`src/hdl/qbts_pkg.sv`:
```
`default_nettype none

package qbts_pkg;

  // sizing of the batch
  localparam int TEXTURE_SLOTS = 32;
  localparam int MAX_QUADS     = 4096;
  localparam int QUAD_INDICES  = 6;
  localparam int MAX_INDICES   = MAX_QUADS * QUAD_INDICES;

  // derived widths
  localparam int SLOT_AW = $clog2(TEXTURE_SLOTS);
  localparam int CNT_W   = $clog2(TEXTURE_SLOTS + 1);
  localparam int IDX_W   = $clog2(MAX_INDICES + 1);

  // fixed field widths
  localparam int COORD_W     = 32;
  localparam int ID_W        = 32;
  localparam int COLOR_W     = 8;
  localparam int SLOT_PORT_W = 5;

  typedef enum logic [1:0] {
    OP_COLOR = 2'd0,
    OP_TEX   = 2'd1,
    OP_FLUSH = 2'd2,
    OP_NOP   = 2'd3
  } op_t;

  typedef enum logic [1:0] {
    KIND_VERTEX = 2'd0,
    KIND_BIND   = 2'd1,
    KIND_DRAW   = 2'd2
  } kind_t;

  typedef enum logic [2:0] {
    ST_IDLE,
    ST_BIND,
    ST_DRAW,
    ST_SEARCH,
    ST_VTX
  } state_t;

  // access to the slot table memory
  typedef struct packed {
    logic               rd_en;
    logic [SLOT_AW-1:0] rd_addr;
    logic               wr_en;
    logic [SLOT_AW-1:0] wr_addr;
    logic [ID_W-1:0]    wr_data;
  } ram_req_t;

  // one result item
  typedef struct packed {
    kind_t                     kind;
    logic signed [COORD_W-1:0] vertex_x;
    logic signed [COORD_W-1:0] vertex_y;
    logic [COLOR_W-1:0]        out_red;
    logic [COLOR_W-1:0]        out_green;
    logic [COLOR_W-1:0]        out_blue;
    logic [COLOR_W-1:0]        out_alpha;
    logic                      tex_u;
    logic                      tex_v;
    logic [SLOT_PORT_W-1:0]    tex_slot;
    logic [ID_W-1:0]           payload;
    logic                      last;
  } res_t;

endpackage

`default_nettype wire

```
`src/hdl/qbts_if.sv`:
```
`default_nettype none

// draw command channel
interface qbts_cmd_if;
  logic               valid;
  logic               ready;
  logic [1:0]         opcode;
  logic signed [31:0] pos_x;
  logic signed [31:0] pos_y;
  logic signed [31:0] size_x;
  logic signed [31:0] size_y;
  logic [7:0]         color_r;
  logic [7:0]         color_g;
  logic [7:0]         color_b;
  logic [7:0]         color_a;
  logic [31:0]        texture_id;

  modport source (output valid, opcode, pos_x, pos_y, size_x, size_y,
                  color_r, color_g, color_b, color_a, texture_id,
                  input ready);
  modport sink (input valid, opcode, pos_x, pos_y, size_x, size_y,
                color_r, color_g, color_b, color_a, texture_id,
                output ready);
endinterface

// result channel
interface qbts_res_if;
  logic               valid;
  logic               ready;
  logic [1:0]         kind;
  logic signed [31:0] vertex_x;
  logic signed [31:0] vertex_y;
  logic [7:0]         out_red;
  logic [7:0]         out_green;
  logic [7:0]         out_blue;
  logic [7:0]         out_alpha;
  logic               tex_u;
  logic               tex_v;
  logic [4:0]         tex_slot;
  logic [31:0]        payload;
  logic               last;

  modport source (output valid, kind, vertex_x, vertex_y, out_red, out_green,
                  out_blue, out_alpha, tex_u, tex_v, tex_slot, payload, last,
                  input ready);
  modport sink (input valid, kind, vertex_x, vertex_y, out_red, out_green,
                out_blue, out_alpha, tex_u, tex_v, tex_slot, payload, last,
                output ready);
endinterface

// configuration write channel
interface qbts_cfg_if;
  logic        valid;
  logic        ready;
  logic [31:0] data;

  modport source (output valid, data, input ready);
  modport sink (input valid, data, output ready);
endinterface

`default_nettype wire

```
`src/hdl/qbts_slot_ram.sv`:
```
`default_nettype none

module qbts_slot_ram
  import qbts_pkg::*;
(
  input  wire logic            clk,
  input  wire ram_req_t        req,
  output      logic [ID_W-1:0] rd_data_r
);

  logic [ID_W-1:0] mem [TEXTURE_SLOTS];

  // one write and one registered read per cycle
  always_ff @(posedge clk) begin
    if (req.wr_en) begin
      mem[req.wr_addr] <= req.wr_data;
    end
    if (req.rd_en) begin
      rd_data_r <= mem[req.rd_addr];
    end
  end

endmodule

`default_nettype wire

```
`src/hdl/qbts_corner.sv`:
```
`default_nettype none

module qbts_corner
  import qbts_pkg::*;
(
  input  wire logic                      clk,
  input  wire logic                      load,
  input  wire logic signed [COORD_W-1:0] pos_x,
  input  wire logic signed [COORD_W-1:0] pos_y,
  input  wire logic signed [COORD_W-1:0] size_x,
  input  wire logic signed [COORD_W-1:0] size_y,
  input  wire logic [1:0]                corner,
  output      logic signed [COORD_W-1:0] vertex_x,
  output      logic signed [COORD_W-1:0] vertex_y
);

  logic signed [COORD_W-1:0] x0_r, y0_r, x1_r, y1_r;

  // add with clamp to the signed range
  function automatic logic signed [COORD_W-1:0] sat_add(
    input logic signed [COORD_W-1:0] a,
    input logic signed [COORD_W-1:0] b
  );
    logic [COORD_W:0] s;
    s = {a[COORD_W-1], a} + {b[COORD_W-1], b};
    if (s[COORD_W] != s[COORD_W-1]) begin
      sat_add = s[COORD_W] ? {1'b1, {(COORD_W-1){1'b0}}} : {1'b0, {(COORD_W-1){1'b1}}};
    end else begin
      sat_add = s[COORD_W-1:0];
    end
  endfunction

  // corner coordinates captured with the command
  always_ff @(posedge clk) begin
    if (load) begin
      x0_r <= pos_x;
      y0_r <= pos_y;
      x1_r <= sat_add(pos_x, size_x);
      y1_r <= sat_add(pos_y, size_y);
    end
  end

  // corner walk: top left, top right, bottom right, bottom left
  assign vertex_x = (corner == 2'd1 || corner == 2'd2) ? x1_r : x0_r;
  assign vertex_y = corner[1] ? y1_r : y0_r;

endmodule

`default_nettype wire

```
`src/hdl/quad_batcher_texture_slots_core.sv`:
```
// Sprite quad batcher with a texture slot table.
// in_cmd carries commands: colored quad, textured quad, flush or no-op; a
// command transfers when valid and ready are both high. out_res carries the
// results: four corner vertices per quad, one bind per used texture slot and
// a draw with the index count per flush; last marks the final result of a
// command. cfg_wr writes the texture id bound on slot zero and is always ready.
// After a quad the next command transfers during its last vertex. A textured
// quad first compares its texture id with the slots in use in the slot table
// memory, from slot one upward, and claims a new slot on a miss. A flush
// emits one bind per used slot and then the draw; after a requested flush the
// next command can transfer in the cycle after the draw. An automatic flush
// comes before the vertices. A command's first result is formed in the state
// after the transfer, or after the slot search for a textured quad, and is
// then held in the output register.
// Reset clears the counters (one slot in use, no indices) and the register;
// the slot table needs no clearing pass since only claimed slots are compared or bound.
// A single output register holds each result; when the receiver stalls the
// bind, draw and vertex steps wait, but an idle core still takes a command.

`default_nettype none

module quad_batcher_texture_slots_core
  import qbts_pkg::*;
(
  input wire logic clk,
  input wire logic rst_n,
  qbts_cmd_if.sink   in_cmd,
  qbts_res_if.source out_res,
  qbts_cfg_if.sink   cfg_wr
);

  state_t state_r, state_nxt;
  logic [CNT_W-1:0]   idx_r, idx_nxt, idx_inc;
  logic [1:0]         vtx_r, vtx_nxt;
  logic [SLOT_AW-1:0] slot_r, slot_nxt;
  logic               final_r, final_nxt;
  logic [CNT_W-1:0]   slot_count_r, slot_count_nxt;
  logic [IDX_W-1:0]   index_count_r, index_count_nxt, idx_eff;
  logic [ID_W-1:0]    white_id_r;

  op_t                op_r;
  logic [ID_W-1:0]    tex_id_r;
  logic [COLOR_W-1:0] red_r, green_r, blue_r, alpha_r;

  logic out_valid_r;
  res_t out_r;
  res_t res;
  logic emit;
  logic out_free;
  logic in_ready;
  logic in_fire;
  logic need_flush;
  op_t  in_op;

  ram_req_t                  ram_req;
  logic [ID_W-1:0]           rd_data_r;
  logic signed [COORD_W-1:0] corner_x, corner_y;

  // slot table memory
  qbts_slot_ram u_slot_ram (
    .clk       (clk),
    .req       (ram_req),
    .rd_data_r (rd_data_r)
  );

  // saturated corner coordinates
  qbts_corner u_corner (
    .clk      (clk),
    .load     (in_fire),
    .pos_x    (in_cmd.pos_x),
    .pos_y    (in_cmd.pos_y),
    .size_x   (in_cmd.size_x),
    .size_y   (in_cmd.size_y),
    .corner   (vtx_r),
    .vertex_x (corner_x),
    .vertex_y (corner_y)
  );

  // handshakes
  assign out_free = !out_valid_r || out_res.ready;
  assign in_ready = (state_r == ST_IDLE) ||
                    (state_r == ST_VTX && vtx_r == 2'd3 && out_free);
  assign in_fire  = in_cmd.valid && in_ready;
  assign in_cmd.ready = in_ready;
  assign cfg_wr.ready = 1'b1;
  assign in_op    = op_t'(in_cmd.opcode);
  assign idx_inc  = idx_r + CNT_W'(1);

  // index count as seen by a command taken during the last vertex
  assign idx_eff = (state_r == ST_VTX) ? index_count_r + IDX_W'(QUAD_INDICES)
                                       : index_count_r;
  assign need_flush = (idx_eff >= IDX_W'(MAX_INDICES)) ||
                      (in_op == OP_TEX && slot_count_r >= CNT_W'(TEXTURE_SLOTS));

  // sequencer state register
  always_ff @(posedge clk) begin
    if (!rst_n) begin
      state_r       <= ST_IDLE;
      idx_r         <= '0;
      vtx_r         <= '0;
      slot_r        <= '0;
      final_r       <= 1'b0;
      slot_count_r  <= CNT_W'(1);
      index_count_r <= '0;
    end else begin
      state_r       <= state_nxt;
      idx_r         <= idx_nxt;
      vtx_r         <= vtx_nxt;
      slot_r        <= slot_nxt;
      final_r       <= final_nxt;
      slot_count_r  <= slot_count_nxt;
      index_count_r <= index_count_nxt;
    end
  end

  // command fields held for the duration of the command
  always_ff @(posedge clk) begin
    if (in_fire) begin
      op_r     <= in_op;
      tex_id_r <= in_cmd.texture_id;
      if (in_op == OP_TEX) begin
        red_r   <= '1;
        green_r <= '1;
        blue_r  <= '1;
        alpha_r <= '1;
      end else begin
        red_r   <= in_cmd.color_r;
        green_r <= in_cmd.color_g;
        blue_r  <= in_cmd.color_b;
        alpha_r <= in_cmd.color_a;
      end
    end
  end

  // configuration register
  always_ff @(posedge clk) begin
    if (!rst_n) begin
      white_id_r <= '0;
    end else if (cfg_wr.valid) begin
      white_id_r <= cfg_wr.data;
    end
  end

  // next state, memory access and result formation
  always_comb begin
    state_nxt       = state_r;
    idx_nxt         = idx_r;
    vtx_nxt         = vtx_r;
    slot_nxt        = slot_r;
    final_nxt       = final_r;
    slot_count_nxt  = slot_count_r;
    index_count_nxt = index_count_r;
    ram_req         = '0;
    emit            = 1'b0;
    res             = '0;

    unique case (state_r)
      ST_IDLE: begin
      end

      // one bind per used slot, slot zero from the register
      ST_BIND: begin
        if (out_free) begin
          emit         = 1'b1;
          res.kind     = KIND_BIND;
          res.tex_slot = SLOT_PORT_W'(idx_r);
          res.payload  = (idx_r == '0) ? white_id_r : rd_data_r;
          if (idx_r == slot_count_r - CNT_W'(1)) begin
            state_nxt = ST_DRAW;
          end else begin
            idx_nxt         = idx_inc;
            ram_req.rd_en   = 1'b1;
            ram_req.rd_addr = idx_inc[SLOT_AW-1:0];
          end
        end
      end

      // draw, then start a new batch
      ST_DRAW: begin
        if (out_free) begin
          emit            = 1'b1;
          res.kind        = KIND_DRAW;
          res.payload     = ID_W'(index_count_r);
          res.last        = final_r;
          index_count_nxt = '0;
          slot_count_nxt  = CNT_W'(1);
          if (final_r) begin
            state_nxt = ST_IDLE;
          end else if (op_r == OP_TEX) begin
            state_nxt       = ST_SEARCH;
            idx_nxt         = CNT_W'(1);
            ram_req.rd_en   = 1'b1;
            ram_req.rd_addr = SLOT_AW'(1);
          end else begin
            state_nxt = ST_VTX;
            vtx_nxt   = '0;
            slot_nxt  = '0;
          end
        end
      end

      // compare one slot per cycle, claim the next free one on a miss
      ST_SEARCH: begin
        if (idx_r >= slot_count_r) begin
          state_nxt = ST_VTX;
          vtx_nxt   = '0;
          if (slot_count_r < CNT_W'(TEXTURE_SLOTS)) begin
            ram_req.wr_en   = 1'b1;
            ram_req.wr_addr = slot_count_r[SLOT_AW-1:0];
            ram_req.wr_data = tex_id_r;
            slot_nxt        = slot_count_r[SLOT_AW-1:0];
            slot_count_nxt  = slot_count_r + CNT_W'(1);
          end else begin
            slot_nxt = '0;
          end
        end else if (rd_data_r == tex_id_r) begin
          state_nxt = ST_VTX;
          vtx_nxt   = '0;
          slot_nxt  = idx_r[SLOT_AW-1:0];
        end else begin
          idx_nxt         = idx_inc;
          ram_req.rd_en   = 1'b1;
          ram_req.rd_addr = idx_inc[SLOT_AW-1:0];
        end
      end

      // four corners of the quad
      ST_VTX: begin
        if (out_free) begin
          emit          = 1'b1;
          res.kind      = KIND_VERTEX;
          res.vertex_x  = corner_x;
          res.vertex_y  = corner_y;
          res.out_red   = red_r;
          res.out_green = green_r;
          res.out_blue  = blue_r;
          res.out_alpha = alpha_r;
          res.tex_u     = (vtx_r == 2'd1) || (vtx_r == 2'd2);
          res.tex_v     = vtx_r[1];
          res.tex_slot  = SLOT_PORT_W'(slot_r);
          res.last      = (vtx_r == 2'd3);
          if (vtx_r == 2'd3) begin
            index_count_nxt = index_count_r + IDX_W'(QUAD_INDICES);
            state_nxt       = ST_IDLE;
          end else begin
            vtx_nxt = vtx_r + 2'd1;
          end
        end
      end

      default: begin
        state_nxt = ST_IDLE;
      end
    endcase

    // command transfer picks the first step of the new command
    if (in_fire) begin
      unique case (in_op) inside
        OP_NOP: begin
          state_nxt = ST_IDLE;
        end
        OP_FLUSH: begin
          state_nxt = ST_BIND;
          idx_nxt   = '0;
          final_nxt = 1'b1;
        end
        OP_COLOR, OP_TEX: begin
          final_nxt = 1'b0;
          if (need_flush) begin
            state_nxt = ST_BIND;
            idx_nxt   = '0;
          end else if (in_op == OP_TEX) begin
            state_nxt       = ST_SEARCH;
            idx_nxt         = CNT_W'(1);
            ram_req.rd_en   = 1'b1;
            ram_req.rd_addr = SLOT_AW'(1);
          end else begin
            state_nxt = ST_VTX;
            vtx_nxt   = '0;
            slot_nxt  = '0;
          end
        end
      endcase
    end
  end

  // output register
  always_ff @(posedge clk) begin
    if (!rst_n) begin
      out_valid_r <= 1'b0;
    end else if (emit) begin
      out_valid_r <= 1'b1;
    end else if (out_res.ready) begin
      out_valid_r <= 1'b0;
    end
  end

  always_ff @(posedge clk) begin
    if (emit) begin
      out_r <= res;
    end
  end

  assign out_res.valid     = out_valid_r;
  assign out_res.kind      = out_r.kind;
  assign out_res.vertex_x  = out_r.vertex_x;
  assign out_res.vertex_y  = out_r.vertex_y;
  assign out_res.out_red   = out_r.out_red;
  assign out_res.out_green = out_r.out_green;
  assign out_res.out_blue  = out_r.out_blue;
  assign out_res.out_alpha = out_r.out_alpha;
  assign out_res.tex_u     = out_r.tex_u;
  assign out_res.tex_v     = out_r.tex_v;
  assign out_res.tex_slot  = out_r.tex_slot;
  assign out_res.payload   = out_r.payload;
  assign out_res.last      = out_r.last;

  // slot count stays within the table
  a_slot_count_range: assert property (@(posedge clk) disable iff (!rst_n)
    slot_count_r >= CNT_W'(1) && slot_count_r <= CNT_W'(TEXTURE_SLOTS))
    else $error("slot count out of range");

  // a draw starts a fresh batch
  a_draw_resets_batch: assert property (@(posedge clk) disable iff (!rst_n)
    (state_r == ST_DRAW && out_free) |=>
      (index_count_r == '0 && slot_count_r == CNT_W'(1)))
    else $error("batch not reset after draw");

  // index count never passes the flush limit
  a_index_bound: assert property (@(posedge clk) disable iff (!rst_n)
    index_count_r <= IDX_W'(MAX_INDICES))
    else $error("index count above limit");

  // a command never ends on a bind
  a_last_not_bind: assert property (@(posedge clk) disable iff (!rst_n)
    (out_res.valid && out_res.last) |-> (out_res.kind != KIND_BIND))
    else $error("last result is a bind");

endmodule

`default_nettype wire
```
`src/flat_wrapper.sv`:
```
// flat-port wrapper written by rule: the top's interface ports become plain ports
module quad_batcher_texture_slots_core_flat import qbts_pkg::*;
  (clk, rst_n, in_cmd_valid, in_cmd_opcode, in_cmd_pos_x, in_cmd_pos_y, in_cmd_size_x, in_cmd_size_y, in_cmd_color_r, in_cmd_color_g, in_cmd_color_b, in_cmd_color_a, in_cmd_texture_id, in_cmd_ready, out_res_valid, out_res_kind, out_res_vertex_x, out_res_vertex_y, out_res_out_red, out_res_out_green, out_res_out_blue, out_res_out_alpha, out_res_tex_u, out_res_tex_v, out_res_tex_slot, out_res_payload, out_res_last, out_res_ready, cfg_wr_valid, cfg_wr_data, cfg_wr_ready);
  qbts_cmd_if in_cmd_i ();
  qbts_res_if out_res_i ();
  qbts_cfg_if cfg_wr_i ();
  input wire logic clk;
  input wire logic rst_n;
  input wire logic [$bits(in_cmd_i.valid)-1:0] in_cmd_valid;
  input wire logic [$bits(in_cmd_i.opcode)-1:0] in_cmd_opcode;
  input wire logic [$bits(in_cmd_i.pos_x)-1:0] in_cmd_pos_x;
  input wire logic [$bits(in_cmd_i.pos_y)-1:0] in_cmd_pos_y;
  input wire logic [$bits(in_cmd_i.size_x)-1:0] in_cmd_size_x;
  input wire logic [$bits(in_cmd_i.size_y)-1:0] in_cmd_size_y;
  input wire logic [$bits(in_cmd_i.color_r)-1:0] in_cmd_color_r;
  input wire logic [$bits(in_cmd_i.color_g)-1:0] in_cmd_color_g;
  input wire logic [$bits(in_cmd_i.color_b)-1:0] in_cmd_color_b;
  input wire logic [$bits(in_cmd_i.color_a)-1:0] in_cmd_color_a;
  input wire logic [$bits(in_cmd_i.texture_id)-1:0] in_cmd_texture_id;
  output wire logic [$bits(in_cmd_i.ready)-1:0] in_cmd_ready;
  output wire logic [$bits(out_res_i.valid)-1:0] out_res_valid;
  output wire logic [$bits(out_res_i.kind)-1:0] out_res_kind;
  output wire logic [$bits(out_res_i.vertex_x)-1:0] out_res_vertex_x;
  output wire logic [$bits(out_res_i.vertex_y)-1:0] out_res_vertex_y;
  output wire logic [$bits(out_res_i.out_red)-1:0] out_res_out_red;
  output wire logic [$bits(out_res_i.out_green)-1:0] out_res_out_green;
  output wire logic [$bits(out_res_i.out_blue)-1:0] out_res_out_blue;
  output wire logic [$bits(out_res_i.out_alpha)-1:0] out_res_out_alpha;
  output wire logic [$bits(out_res_i.tex_u)-1:0] out_res_tex_u;
  output wire logic [$bits(out_res_i.tex_v)-1:0] out_res_tex_v;
  output wire logic [$bits(out_res_i.tex_slot)-1:0] out_res_tex_slot;
  output wire logic [$bits(out_res_i.payload)-1:0] out_res_payload;
  output wire logic [$bits(out_res_i.last)-1:0] out_res_last;
  input wire logic [$bits(out_res_i.ready)-1:0] out_res_ready;
  input wire logic [$bits(cfg_wr_i.valid)-1:0] cfg_wr_valid;
  input wire logic [$bits(cfg_wr_i.data)-1:0] cfg_wr_data;
  output wire logic [$bits(cfg_wr_i.ready)-1:0] cfg_wr_ready;
  assign in_cmd_i.valid = in_cmd_valid;
  assign in_cmd_i.opcode = in_cmd_opcode;
  assign in_cmd_i.pos_x = in_cmd_pos_x;
  assign in_cmd_i.pos_y = in_cmd_pos_y;
  assign in_cmd_i.size_x = in_cmd_size_x;
  assign in_cmd_i.size_y = in_cmd_size_y;
  assign in_cmd_i.color_r = in_cmd_color_r;
  assign in_cmd_i.color_g = in_cmd_color_g;
  assign in_cmd_i.color_b = in_cmd_color_b;
  assign in_cmd_i.color_a = in_cmd_color_a;
  assign in_cmd_i.texture_id = in_cmd_texture_id;
  assign in_cmd_ready = in_cmd_i.ready;
  assign out_res_valid = out_res_i.valid;
  assign out_res_kind = out_res_i.kind;
  assign out_res_vertex_x = out_res_i.vertex_x;
  assign out_res_vertex_y = out_res_i.vertex_y;
  assign out_res_out_red = out_res_i.out_red;
  assign out_res_out_green = out_res_i.out_green;
  assign out_res_out_blue = out_res_i.out_blue;
  assign out_res_out_alpha = out_res_i.out_alpha;
  assign out_res_tex_u = out_res_i.tex_u;
  assign out_res_tex_v = out_res_i.tex_v;
  assign out_res_tex_slot = out_res_i.tex_slot;
  assign out_res_payload = out_res_i.payload;
  assign out_res_last = out_res_i.last;
  assign out_res_i.ready = out_res_ready;
  assign cfg_wr_i.valid = cfg_wr_valid;
  assign cfg_wr_i.data = cfg_wr_data;
  assign cfg_wr_ready = cfg_wr_i.ready;
  quad_batcher_texture_slots_core u_core (.clk(clk), .rst_n(rst_n), .in_cmd(in_cmd_i), .out_res(out_res_i), .cfg_wr(cfg_wr_i));
endmodule
```
`config.mk`:
```
export PLATFORM = sky130hd
export DESIGN_NAME = quad_batcher_texture_slots_core_flat
export DESIGN_NICKNAME = d
export VERILOG_FILES = /design/src/hdl/qbts_pkg.sv /design/src/hdl/qbts_if.sv /design/src/hdl/qbts_slot_ram.sv /design/src/hdl/qbts_corner.sv /design/src/hdl/quad_batcher_texture_slots_core.sv /design/src/flat_wrapper.sv
export SDC_FILE = /design/constraint.sdc
export NUM_CORES = 2
export LEC_CHECK = 0
export BUFFER_PORTS_ARGS = -buffer_cell sky130_fd_sc_hd__buf_2
export CAP_MARGIN = 20
export CORE_MARGIN = 2
export CORE_UTILIZATION = 45
export CTS_CLUSTER_DIAMETER = 30
export DETAILED_ROUTE_END_ITERATION = 8
export SLEW_MARGIN = 40
export SYNTH_ARGS = -nofsm -noshare
export SYNTH_HDL_FRONTEND = slang
export SYNTH_HIERARCHICAL = 1
export SYNTH_SLANG_ARGS = --single-unit
```
`constraint.sdc`:
```
create_clock -name clk -period 17.5 [get_ports clk]
set_clock_uncertainty 0.2 [all_clocks]
set_input_delay 3.5 -clock clk [delete_from_list [all_inputs] [get_ports clk]]
set_output_delay 3.5 -clock clk [all_outputs]
set_load 0.05 [all_outputs]
```
==> flow_summary.json <==
{
  "routed_via_density": 5.629,
  "p_comb_frac": 0.176,
  "synth_edf_count": 1388,
  "grt_max_degree": 129,
  "crit_fanout": 46,
  "synth.top_cells.by_count": "edfxtp_1 (1388), mux2i_1 (559), a21oi_1 (219)",
  "grt_overflow": 0,
  "holdPathStages": 1,
  "slew_viol_final": 0,
  "cts_root_buf": "clkbuf_16",
  "dp.cells": 6039,
  "cts_resized": 0,
  "clkTransAtPathRegs_ps": 40,
  "clock_latency_ps": 880,
  "die_x_um": 373.4,
  "worst_setup_path_end_kind": "flop",
  "grt_pass1_wl_um": 240400,
  "fin_setup_tns_ps": 0,
  "pwr-share-seq": 0.374,
  "cap_violations": 0,
  "grt_antenna_before_repair": 15,
  "numCtsBuffers": 296,
  "start_util": 0.4533,
  "gp_congestion": 0.8745,
  "sw_frac_of_total": 0.2856,
  "worstSetupStartpoint": "out_res_ready",
  "nets": 4872,
  "syn_area_mm2": 0.06140,
  "syn_inst": 4019,
  "grt_pass1_vias": 36303,
  "synth_top_area_cell": "edfxtp_1",
  "clockBufferDepth": 4,
  "leakagePower_nw": 25.39,
  "regMostFlops": "u_core/u_slot_ram/mem",
  "netlist.area_leader.share": 0.6788,
  "cp-start-kind": "input pin",
  "rows": 135,
  "port_buffers": 370,
  "cts-hold-fix-buffers": 0,
  "min_period_over_period": 0.4652,
  "r2r_cells": 16,
  "cp.required_ps": 17900,
  "slew_headroom": 0.4036,
  "ys.flop_type": "edfxtp_1",
  "rsz0062_at_grt": "false",
  "ys_async_sr_fraction": 0,
  "syn_nets": 4334,
  "cts_tree": "done",
  "first_iter_violations": 2964,
  "syn2layout_area_growth_pct": 22.31,
  "yosysMostFrequentCell": "edfxtp_1",
  "peakVddDrop_v": 0.0001024,
  "post_drt_wl_per_cell_um": 25.05,
  "setup_viol_count_final": 0,
  "internal_power_mw": 8.525,
  "vias": 36914,
  "p_sw_mw": 3.408,
  "period_minus_slack_ps": 8142,
  "worst_path_max_delay_cell": "buf_4",
  "drcViolationCount": 0,
  "syn_avg_cell_area_um2": 15.28,
  "cts_setup_buffers": 0,
  "clkPwrFrac": 0.450,
  "critPathKind": "in -> reg",
  "max_freq_ghz": 0.1228,
  "worstPathArrival_ps": 8540,
  "worstPathCellList": "buf_2 > nor2b_2 > nor2_1 > nand3_2 > buf_4 > a2bb2oi_2 > nand2b_1 > inv_1 > nor2_4 > buf_4 > buf_4 > buf_4 > a22o_1 > nor3_1 > a31oi_1 > nand3_1",
  "die-area_mm2": 0.1394,
  "routed_wl_um": 164300,
  "max_stage_delay_ps": 710,
  "ant_nets": 0,
  "finalHoldViolCount": 0,
  "p_total_mw": 11.93,
  "synth-seq-cells": 1458,
  "fin_util": 0.5544,
  "htreeDepth": 5,
  "cts_sinks": 1458,
  "p_per_area_mw_per_mm2": 158.9,
  "yosys_warnings": 6,
  "dp_hpwl_um": 94460,
  "core_area_mm2": 0.1355,
  "die_h_um": 373.4,
  "min_path_type": "reg -> reg",
  "worstHoldStart": "u_core/slot_r[1]$_SDFF_PN0_",
  "grtUsageTotal": 0.2317,
  "drtPass1Iterations": 8,
  "yosysSeqAreaShare": 0.7016,
  "ys_top_cells_by_area": "edfxtp_1 (68%), mux2i_1 (9.1%), dfxtp_1 (2.3%)",
  "stdcell_count": 6558,
  "ioPinCount": 372,
  "drive_gt1_frac": 0.2260,
  "synth.distinct_cells": 99,
  "largest_reg_flops": 1024,
  "worstMarginPinSlew_ps": 894.6,
  "timing.rr.start": "u_core/tex_id_r[9]$_DFFE_PP_",
  "status": "complete, no violations",
  "cp_common_cell": "buf_4"
}
-- power groups by stage --
stage	combinational [mW]	sequential, mW	clock, mW
finish	2.11	4.46	5.37
global route	2.22	4.48	5.62
CTS	2.12	4.46	5.44
detailed placement	2.11	4.52	0
global placement	2.10	4.51	0
floorplan	1.03	5.10	0
-- cell type report --
type | count | area [um2]
sequential | 1458 | 43080
tap | 1781 | 2228
timing repair buffer | 452 | 2658
antenna | 7 | 17.52
inverter | 41 | 166.4
clock inverter | 164 | 1814
multi-input combinational | 2308 | 17360
clock buffer | 347 | 7777
fill | 10741 | 60360
-- per-layer routing --
layer  vias up  global-route usage  wire length (um)  share of wire
li1      16612                   -                 -              -
met1     18603              0.3180             70970           0.43
met2      1433              0.3736             78170           0.48
met3       264             0.04695             11400          0.069
met4         2             0.06860              3712          0.023
met5         -                   0                13       0.000079
-- worst paths after layout --
path                                                    end  slack (ps)
setup / recovery  u_core/u_slot_ram/rd_data_r[20]$_DFFE_PP_        9360
hold / removal                  u_core/slot_r[1]$_SDFF_PN0_         260
setup reg to reg  u_core/u_slot_ram/rd_data_r[20]$_DFFE_PP_       11330
hold reg to reg                 u_core/slot_r[1]$_SDFF_PN0_         260
-- critical path, delay by kind of cell --
| kind | cells | cell delay (ps) |
|---|---|---|
| AOI/OAI and AO/OA | 3 | 870 |
| buffers and inverters | 6 | 2590 |
| and+or+nand+nor | 7 | 1510 |
-- through the flow --
step | hold slack [ps] | area, um2 | setup slack (ps)
after floorplan | 232.2 | 61400 | 7188
after global placement | 249.8 | 65180 | 8351
after detailed placement | 248.1 | 65460 | 8537
after CTS | 265.3 | 75050 | 9372
after global routing | 287.4 | 75090 | 9069
final | 263.3 | 75100 | 9358
-- kinds of logic (layout without fill, tap and decap cells) --
family | Yosys count | in the layout | share of synthesized area
multiplexers | 624 | 624 | 0.1030
AND/OR/NAND/NOR | 826 | 826 | 0.06792
AO/OA/AOI/OAI | 654 | 654 | 0.07067
other | 1 | 8 | 0.00006107
flip-flops | 1458 | 1458 | 0.7016
adder cells (fa/ha/maj) | 88 | 88 | 0.01801
XOR/XNOR | 115 | 115 | 0.01653
buffers and inverters | 253 | 1004 | 0.02217
-- cells in the final DEF, fill, tap and decap left out, types with 12 or more instances in the layout --
cell / netlist / routed
and3_1: 17 / 17
nand2b_1: 44 / 41
a22o_1: 68 / 68
a21o_1: 29 / 29
xnor2_1: 78 / 77
clkbuf_1: 92 / 41
nor3_1: 52 / 51
o21ai_0: 68 / 68
clkinv_1: 0 / 34
dfxtp_1: 70 / 69
o21ai_1: 24 / 24
a31oi_1: 46 / 46
ha_1: 82 / 82
nand2_1: 211 / 207
mux2_2: 65 / 65
clkinv_4: 0 / 22
a21oi_1: 219 / 219
bufinv_16: 0 / 33
inv_1: 41 / 39
buf_2: 42 / 370
nand4_1: 20 / 20
xor2_1: 36 / 36
and2_2: 0 / 28
clkinv_2: 0 / 33
a22oi_1: 97 / 97
nand3_1: 125 / 123
inv_6: 0 / 12
edfxtp_1: 1388 / 1388
clkinvlp_4: 0 / 30
nor2_4: 0 / 34
and2_1: 139 / 110
nor2_1: 143 / 109
mux2i_1: 559 / 559
buf_4: 36 / 61
clkbuf_16: 0 / 303
Note: power is estimated with default switching activity, not from simulation.
